$ cat src/rtl/b64e_pkg.sv
// Shared types, constants and the sextet-to-ASCII mapping for the base64 encoder.
package b64e_pkg;

    localparam int unsigned QUEUE_DEPTH_DEF = 4;

    localparam logic [7:0] PAD_CHAR = 8'h3d;

    // Position within the current 3-byte group.
    typedef enum logic [1:0] {
        PHASE_0 = 2'd0,
        PHASE_1 = 2'd1,
        PHASE_2 = 2'd2
    } phase_t;

    // One classified input byte: up to four characters to emit.
    typedef struct packed {
        logic [3:0][5:0] sextet;
        logic [3:0]      pad;
        logic [1:0]      last_idx;
        logic            fin;
    } job_t;

    function automatic logic [7:0] sextet_to_ascii(input logic [5:0] v);
        logic [7:0] ch;
        if (v < 6'd26) begin
            ch = 8'h41 + {2'b00, v};
        end else if (v < 6'd52) begin
            ch = 8'h61 + {2'b00, v} - 8'd26;
        end else if (v < 6'd62) begin
            ch = 8'h30 + {2'b00, v} - 8'd52;
        end else if (v == 6'd62) begin
            ch = 8'h2b;
        end else begin
            ch = 8'h2f;
        end
        return ch;
    endfunction

endpackage

$ cat src/rtl/b64e_front.sv
// Front end: accepts bytes, tracks the group position and builds character jobs.
module b64e_front (
    input  logic            aclk,
    input  logic            aresetn,
    input  logic            s_valid,
    output logic            s_ready,
    input  logic [7:0]      s_data_byte,
    input  logic            s_final_byte,
    input  logic            queue_full,
    output logic            push,
    output b64e_pkg::job_t  push_job
);
    import b64e_pkg::*;

    phase_t     phase_reg, phase_next;
    logic [3:0] left_reg, left_next;
    job_t       job;

    assign s_ready  = !queue_full;
    assign push     = s_valid && !queue_full;
    assign push_job = job;

    always_comb begin
        job        = '0;
        phase_next = phase_reg;
        left_next  = left_reg;
        job.fin    = s_final_byte;
        unique case (phase_reg)
            PHASE_1: begin
                job.sextet[0] = {left_reg[1:0], s_data_byte[7:4]};
                if (s_final_byte) begin
                    job.sextet[1] = {s_data_byte[3:0], 2'b00};
                    job.pad[2]    = 1'b1;
                    job.last_idx  = 2'd2;
                end else begin
                    job.last_idx = 2'd0;
                    phase_next   = PHASE_2;
                    left_next    = s_data_byte[3:0];
                end
            end
            PHASE_2: begin
                job.sextet[0] = {left_reg, s_data_byte[7:6]};
                job.sextet[1] = s_data_byte[5:0];
                job.last_idx  = 2'd1;
                phase_next    = PHASE_0;
                left_next     = 4'd0;
            end
            default: begin
                job.sextet[0] = s_data_byte[7:2];
                if (s_final_byte) begin
                    job.sextet[1] = {s_data_byte[1:0], 4'b0000};
                    job.pad[3:2]  = 2'b11;
                    job.last_idx  = 2'd3;
                end else begin
                    job.last_idx = 2'd0;
                    phase_next   = PHASE_1;
                    left_next    = {2'b00, s_data_byte[1:0]};
                end
            end
        endcase
        if (s_final_byte) begin
            phase_next = PHASE_0;
            left_next  = 4'd0;
        end
    end

    always_ff @(posedge aclk) begin
        if (!aresetn) begin
            phase_reg <= PHASE_0;
            left_reg  <= 4'd0;
        end else if (push) begin
            phase_reg <= phase_next;
            left_reg  <= left_next;
        end
    end

endmodule

$ cat src/rtl/b64e_queue.sv
// Small job queue that decouples the front end from the character emitter.
module b64e_queue #(
    parameter int unsigned DEPTH = b64e_pkg::QUEUE_DEPTH_DEF
) (
    input  logic            aclk,
    input  logic            aresetn,
    input  logic            push,
    input  b64e_pkg::job_t  push_job,
    output logic            full,
    input  logic            pop,
    output logic            empty,
    output b64e_pkg::job_t  head_job
);
    import b64e_pkg::*;

    localparam int unsigned PTR_W = (DEPTH > 1) ? $clog2(DEPTH) : 1;
    localparam int unsigned CNT_W = $clog2(DEPTH + 1);

    job_t             mem_reg [DEPTH];
    logic [PTR_W-1:0] wr_ptr_reg, rd_ptr_reg;
    logic [CNT_W-1:0] count_reg;
    logic             do_push, do_pop;

    assign full     = (count_reg == CNT_W'(DEPTH));
    assign empty    = (count_reg == '0);
    assign do_push  = push && !full;
    assign do_pop   = pop && !empty;
    assign head_job = mem_reg[rd_ptr_reg];

    always_ff @(posedge aclk) begin
        if (do_push) begin
            mem_reg[wr_ptr_reg] <= push_job;
        end
    end

    always_ff @(posedge aclk) begin
        if (!aresetn) begin
            wr_ptr_reg <= '0;
            rd_ptr_reg <= '0;
            count_reg  <= '0;
        end else begin
            if (do_push) begin
                wr_ptr_reg <= (wr_ptr_reg == PTR_W'(DEPTH - 1)) ? '0 : wr_ptr_reg + 1'b1;
            end
            if (do_pop) begin
                rd_ptr_reg <= (rd_ptr_reg == PTR_W'(DEPTH - 1)) ? '0 : rd_ptr_reg + 1'b1;
            end
            if (do_push && !do_pop) begin
                count_reg <= count_reg + 1'b1;
            end else if (do_pop && !do_push) begin
                count_reg <= count_reg - 1'b1;
            end
        end
    end

endmodule

$ cat src/rtl/b64e_back.sv
// Back end: walks each queued job and emits one character per cycle into an output register unless m_ready stalls it.
module b64e_back (
    input  logic            aclk,
    input  logic            aresetn,
    input  logic            empty,
    input  b64e_pkg::job_t  head_job,
    output logic            pop,
    output logic            m_valid,
    input  logic            m_ready,
    output logic [7:0]      m_code_char,
    output logic            m_run_end,
    output logic            m_stream_end
);
    import b64e_pkg::*;

    logic [1:0] idx_reg;
    logic       valid_reg;
    logic [7:0] char_reg, char_next;
    logic       run_end_reg, run_end_next;
    logic       stream_end_reg;
    logic       load;

    assign load         = !empty && (!valid_reg || m_ready);
    assign run_end_next = (idx_reg == head_job.last_idx);
    assign char_next    = head_job.pad[idx_reg] ? PAD_CHAR
                                                : sextet_to_ascii(head_job.sextet[idx_reg]);
    assign pop          = load && run_end_next;

    assign m_valid      = valid_reg;
    assign m_code_char  = char_reg;
    assign m_run_end    = run_end_reg;
    assign m_stream_end = stream_end_reg;

    always_ff @(posedge aclk) begin
        if (load) begin
            char_reg       <= char_next;
            run_end_reg    <= run_end_next;
            stream_end_reg <= run_end_next && head_job.fin;
        end
    end

    always_ff @(posedge aclk) begin
        if (!aresetn) begin
            valid_reg <= 1'b0;
            idx_reg   <= 2'd0;
        end else begin
            if (load) begin
                valid_reg <= 1'b1;
                idx_reg   <= run_end_next ? 2'd0 : idx_reg + 2'd1;
            end else if (m_ready) begin
                valid_reg <= 1'b0;
            end
        end
    end

endmodule

$ cat src/rtl/base64_stream_encoder_top.sv
// Top level of the streaming base64 encoder.
//
// The block encodes a byte stream into standard base64 characters (A-Z, a-z,
// 0-9, '+', '/'), one byte per input item and one character per result item.
// A byte in the first or second position of a 3-byte group gives one
// character, a byte in the third position gives two. A byte marked final
// flushes the partial group and pads with '=' to a multiple of four
// characters, so it may give up to four characters; after it the encoder
// starts a fresh group. m_run_end marks the last character caused by a byte,
// and m_stream_end marks the last character of a message.
//
// Timing: the front end takes a byte in any cycle in which its job queue has
// room, so bytes can arrive back to back until the queue fills. The emitter
// behind the queue produces one character per cycle while m_ready does not
// stall it, so a full group of three bytes gives four characters and a final
// byte up to four. A byte's job is written into the queue when the byte is
// accepted, and the output register then loads its first character from the
// queue head. The emitter stalls while a character waits in the output
// register for m_ready, and the queue lets the input side keep accepting
// bytes while the output side is stalled, until the queue fills.
module base64_stream_encoder_top #(
    parameter int unsigned QUEUE_DEPTH = b64e_pkg::QUEUE_DEPTH_DEF
) (
    input  logic       aclk,
    input  logic       aresetn,
    input  logic       s_valid,
    output logic       s_ready,
    input  logic [7:0] s_data_byte,
    input  logic       s_final_byte,
    output logic       m_valid,
    input  logic       m_ready,
    output logic [7:0] m_code_char,
    output logic       m_run_end,
    output logic       m_stream_end
);
    import b64e_pkg::*;

    // Jobs flow front end -> queue -> emitter.
    logic queue_full;
    logic queue_empty;
    logic push;
    logic pop;
    job_t push_job;
    job_t head_job;

    // Front end: holds the group position and leftover bits, and turns each
    // accepted byte into a job listing the characters it produces.
    b64e_front u_front (
        .aclk         (aclk),
        .aresetn      (aresetn),
        .s_valid      (s_valid),
        .s_ready      (s_ready),
        .s_data_byte  (s_data_byte),
        .s_final_byte (s_final_byte),
        .queue_full   (queue_full),
        .push         (push),
        .push_job     (push_job)
    );

    // Short queue so that either side can stall without holding the other.
    b64e_queue #(
        .DEPTH (QUEUE_DEPTH)
    ) u_queue (
        .aclk     (aclk),
        .aresetn  (aresetn),
        .push     (push),
        .push_job (push_job),
        .full     (queue_full),
        .pop      (pop),
        .empty    (queue_empty),
        .head_job (head_job)
    );

    // Emitter: maps sextets to ASCII and hands out one character per cycle while m_ready allows.
    b64e_back u_back (
        .aclk         (aclk),
        .aresetn      (aresetn),
        .empty        (queue_empty),
        .head_job     (head_job),
        .pop          (pop),
        .m_valid      (m_valid),
        .m_ready      (m_ready),
        .m_code_char  (m_code_char),
        .m_run_end    (m_run_end),
        .m_stream_end (m_stream_end)
    );

endmodule

$ cat config.mk
export PLATFORM = sky130hd
export DESIGN_NAME = base64_stream_encoder_top
export DESIGN_NICKNAME = d
export VERILOG_FILES = /design/src/rtl/b64e_pkg.sv /design/src/rtl/b64e_front.sv /design/src/rtl/b64e_queue.sv /design/src/rtl/b64e_back.sv /design/src/rtl/base64_stream_encoder_top.sv
export SDC_FILE = /design/constraint.sdc
export NUM_CORES = 1
export LEC_CHECK = 0
export ABC_CLOCK_PERIOD_IN_PS = 3800
export BUFFER_PORTS_ARGS = -buffer_cell sky130_fd_sc_hd__buf_2
export CORE_ASPECT_RATIO = 1.1
export CORE_UTILIZATION = 40
export CTS_CLUSTER_SIZE = 28
export DETAILED_ROUTE_END_ITERATION = 16
export HOLD_SLACK_MARGIN = 0.12
export PLACE_DENSITY = 0.6
export RECOVER_POWER = 100
export SYNTH_ARGS = -nofsm -noshare
export SYNTH_HDL_FRONTEND = slang
export SYNTH_SLANG_ARGS = --single-unit
$ cat constraint.sdc
create_clock -name aclk -period 3.8 [get_ports aclk]
set_input_delay 0.38 -clock aclk [delete_from_list [all_inputs] [get_ports aclk]]
set_output_delay 0.38 -clock aclk [all_outputs]
set_load 0.01 [all_outputs]
* Word level (Yosys, flattened, before mapping)
Memories as Yosys holds them, arrays and structs flattened. A register that Yosys moved wholly into a read port is not among the register bits.
Index checks and enable logic that the tools add are counted.
** Word-level totals
- Input port bits :: 13
- Bits in latches :: 0
- ROM bits :: 0
- Memory bits (writable) :: 68
- Memories :: 1
- Register bits after elaboration :: 26
- Output and inout bits :: 12
- Word-level logic and storage cells :: 82
** Memory list
- u_queue.mem_reg :: depth 4, width 17, rd ports 1, clocked after Yosys merged registers in 1, wr ports 1, line b64e_queue.sv:19 : job_t mem_reg [DEPTH];
** Operators by class
- Equal/unequal tests :: 7
- Multiplexer cells :: 32
- Divide/modulo/power cells :: 0
- Shift-type cells :: 0
- Reductions and logical operators :: 18
- $mul :: 0
- Bitwise operators :: 0
- $add $sub $neg :: 10
- $lt $le $gt $ge :: 4
** Operators by type and width (count)
- 2-to-1 mux 8 bit :: 3
- one-hot mux 12 bit (2 select lines) :: 1
- 2-to-1 mux 6 bit :: 3
- adder 7 x 6 -> 8 bit, first input constant :: 2
- 2-to-1 mux 2 bit :: 8
- binary-select mux 6 bit (select 2 bit) :: 1
- less-than comparator 6 bit, second input constant :: 2
- 2-to-1 mux 3 bit :: 3
- logical AND 1 bit :: 8
- one-hot mux 2 bit (2 select lines) :: 2
- one-hot mux 4 bit (2 select lines) :: 1
- subtractor 8 x 5 -> 8 bit, second input constant :: 1
- subtractor 8 x 6 -> 8 bit, second input constant :: 1
- adder 6 x 6 -> 7 bit, first input constant :: 1
- 2-to-1 mux 1 bit :: 7
- adder 2 x 1 -> 2 bit, second input constant :: 3
- == test 2 bit, second input constant :: 3
- == test 6 bit, second input constant :: 1
- less-than comparator 6 x 5 -> 1 bit, second input constant :: 1
- zero test 1 bit :: 5
- 2-to-1 mux 4 bit :: 1
- nonzero test 2 bit :: 2
- adder 3 x 1 -> 3 bit, second input constant :: 1
- == test 3 bit, second input constant :: 1
- other kinds (9) :: 9

* Depth between registers and ports, before layout
- Word-level depth :: 8
- Mapped depth :: 14
- Depth with buffers taken out :: 11

* Hierarchy
From an unflattened synthesis, not the netlist that was laid out.
** Second synthesis, totals
- Cells, all modules :: 409
- Area, all modules :: 6881.6 um^2
** By module, submodules not included
- b64e_queue :: area an instance 5056.1 um^2, instances 1, cells each 212, seq. area each 3903.7 um^2
- b64e_back :: area an instance 1152.4 um^2, instances 1, cells each 110, seq. area each 360.3 um^2
- b64e_front :: area an instance 673.1 um^2, instances 1, cells each 87, seq. area each 120.1 um^2

* Worst setup path after synthesis
OpenSTA, ideal clock, no wires.
- Kind :: flip-flop to flip-flop
- From :: reg with a tool-made name
- To :: reg u_back.char_reg[5], in the netlist u_back.m_code_char[5], data pin
- Path buffers :: 2
- Cell stages (with the launch flop) :: 13
- Slack :: 822 ps
- Period minus slack after synthesis :: 2978 ps
- Required time :: 3545 ps
- Arrival time :: 2723 ps
- Path through :: dfxtp_1 buf_6 buf_12 mux4_2 o21ai_4 inv_1 ha_1 inv_1 a221oi_2 a21o_1 a2111oi_4 a211oi_1 a31o_1
** RTL lines
- to (signal assigned) :: line b64e_back.sv:36 : char_reg <= char_next;
- to (decl) :: line b64e_back.sv:18 : logic [7:0] char_reg, char_next;

==> metrics.md <==
| Metric | Value |
|---|---|
| Max FFs per register | `68` |
| Mux contribution to synthesized area | `0.0978` |
| Largest family of logic cells by synthesized area | `compound AO/OA/AOI/OAI gates` |
| Die Y | `approximately 120 um` |
| Worst slew margin | `0.338` |
| Ant. Diodes | `0` |
| Pwr Density | `783 nW/um^2` |
| Leakage | `1.85 nW` |
| WS Path Type | `flop to flop` |
| Synth Area in XOR/XNOR | `0.0132` |
| Post-CTS sizing | `0` |
| Peak fanout along the critical path | `10` |
| CP required | `3.90 ns` |
| # hold bufs at CTS | `0` |
| Area Growth Syn to Fin | `11.5%` |
| Share of layout cells above drive strength 1 | `0.145` |
| Drt wl/cell | `17.5 um` |
| First-pass GRT wire length | `about 15 mm` |
| Post-Synthesis Net Count | `372` |
| RSZ-0062 raised after global routing | `no` |
| I/O Buffers | `24` |
| Mapped Cells | `~340` |
| Crit end category | `flop` |
| Initial Utilization | `0.419` |
| Simple-Gate Fraction of Synth Area | `0.0975` |
| Fin crit share | `0.867` |
| Post-Syn Area | `4660 sq um` |
| Hold Vio Cnt, Final | `0` |
| CTS tree | `done` |
| Hold Path Class | `input pin to flop` |
| Seq cells post-synth | `between 90 and 100` |
| Syn_area_per_cell | `13.7 sq um` |
| Grt met3 use | `0.0380` |
| Post-route ant nets | `0` |
| Total power | `a little over 4 mW` |
| DPL Wire Length | `6.40 mm` |
| Post-Synth Adder-Cell Area | `0.0500` |
| Most frequent cells in the layout | `edfxtp_1 (78), nand2_1 (35), dfxtp_1 (18)` |
| All-Layer GR Usage | `0.166` |
| Yosys warning count | `0` |
| Final #Nets | `between 300 and 400` |
| Worst Max-Slew Pin Slew | `0.993 ns` |
| Post-CTS setup buffers | `0` |
| Max clock buf depth | `2` |
| Largest net degree at the start of global routing | `23` |
| Met2 Use GR | `0.295` |
| Clk_lat worst skew | `approximately 0.34 ns` |
| Setup TNS | `0 ns` |
| DR vias | `2750` |
| Worst endpoint data arrival time | `about 3.4 ns` |
| Compound-Gate Fraction of Synth Area | `0.122` |
| Yosys cell types | `approximately 60` |
| Clock-pin slew on the worst setup and hold paths | `0.06 ns` |
| Final setup vio count | `0` |
| Num rows | `40` |
| Post-Route WL | `approximately 9 mm` |
| RePlAce Congestion | `0.852` |
| Drt via density | `5.30` |
| F_max | `304 MHz` |
| Vias in the first global route | `~2800` |
| Core footprint | `11100 sq um` |
| Status | `completed` |
| Die ar. | `12100 sq um` |
| Number of flops mapped to enable cells by yosys | `78` |
| Ports | `25` |
| Commonest non-fill, non-tap cell in the layout | `edfxtp_1` |
| Synth Flop Type | `edfxtp_1` |
| Setup crit start kind | `flop` |
| Fin crit period | `approximately 3.3 ns` |
| Congestion Overflow GR | `0` |
| First-pass DRT Iterations | `5` |
| Filler cell count | `1013` |
| Number of DRC markers in iteration 0 | `120` |
| GR Layer Usage met1 | `0.191` |
| Die span in x | `105 um` |
| Initial antenna violation count | `0` |
| Maximum level of the CTS H-tree | `3` |
| Sequential share of the synthesized area | `0.580` |
| Root Driver | `clkbuf_16` |
| GRT Max-Usage Layer | `met2` |
| # DRC | `0` |
| Worst Skew | `0.00649 ns` |
| CTS Sinks | `between 90 and 100` |
| Max-cap viol count | `0` |
| VDD IR max | `0.285 mV` |
| Final max-slew violation count | `0` |
| CTS Buf Count | `9` |
| R2R Setup Slk | `0.51 ns` |
| Ys async rst share | `0` |
==> critical path, stage by stage (launching register included) <==
cell and delay [ns]:
dfxtp_1 0.53, buf_4 0.27, nor2_1 0.11, a221oi_2 0.42
o21ai_4 0.18, inv_1 0.15, ha_1 0.26, inv_1 0.08
a221oi_2 0.33, nand2_1 0.16, a21oi_1 0.18, a2111oi_0 0.08
a211o_1 0.28
==> stage by stage <==
stage	area (sq um)	instances	setup WS (ns)	hold WS (ns)	util
2_1_floorplan	4660	341	0.822	0.441	-
3_3_place_gp	4900	503	0.580	0.451	0.441
3_5_place_dp	4900	503	0.543	0.458	0.441
4_1_cts	5220	519	0.522	0.300	0.470
5_1_grt	5190	519	0.357	0.327	0.467
6_report	5190	519	0.507	0.312	0.467
==> where the power goes <==
| group | switching, mW | internal (mW) | total [mW] |
|---|---|---|---|
| logic | 0.975 | 0.681 | 1.66 |
| clock network | 0.366 | 0.591 | 0.956 |
| registers | 0.0731 | 1.38 | 1.46 |
| total | 1.41 | 2.65 | 4.07 |
==> synth_stat cells, drive strengths merged, types with 6 or more instances <==
| cell | instances | area share |
|---|---|---|
| a21boi | 11 | 0.018 |
| a21o | 6 | 0.0097 |
| a21oi | 6 | 0.0089 |
| a22oi | 7 | 0.011 |
| and2 | 7 | 0.0094 |
| and3 | 6 | 0.0081 |
| buf | 9 | 0.017 |
| clkbuf | 8 | 0.0086 |
| dfxtp | 18 | 0.077 |
| edfxtp | 78 | 0.50 |
| ha | 17 | 0.046 |
| inv | 14 | 0.011 |
| mux2i | 14 | 0.030 |
| mux4 | 13 | 0.065 |
| nand2 | 36 | 0.030 |
| nor2 | 8 | 0.0064 |
| nor2b | 10 | 0.013 |
| o21ai | 14 | 0.018 |
==> per-layer routing <==
metal	share of wire	wire length, um	vias to the layer above
met2	0.51	4660	47
met5	0	0	-
met3	0.033	297	17
li1	-	-	1336
met1	0.43	3940	1350
met4	0.023	209	0
==> worst paths after layout <==
path | from | end | cells past startpoint
worst max-delay path | flop | u_back.m_code_char[4] | 12
worst max register to register | flop | u_back.m_code_char[4] | 12
worst min register to register | u_front.left_reg[2] | u_front.left_reg[2] | 2
worst min-delay path | m_ready | u_back.m_valid | 4
==> cell type report <==
cell class | count | area (sq um) | share of cell area
sequential | 96 | 2700 | 0.520
multi-input combinational | 211 | 1770 | 0.340
clock buffer | 12 | 246 | 0.0475
tap | 147 | 184 | 0.0354
timing repair buffer | 32 | 160 | 0.0308
clock inverter | 4 | 67.6 | 0.0130
inverter | 17 | 63.8 | 0.0123
==> cells by family after synthesis <==
kind of cell | count (synthesis)
adder cells (fa/ha/maj) | 18
flip-flops | 96
AND/OR/NAND/NOR | 90
multiplexers | 28
buffers and inverters | 34
XOR/XNOR | 7
AO/OA/AOI/OAI | 68
(Power assumes the default switching activity.)
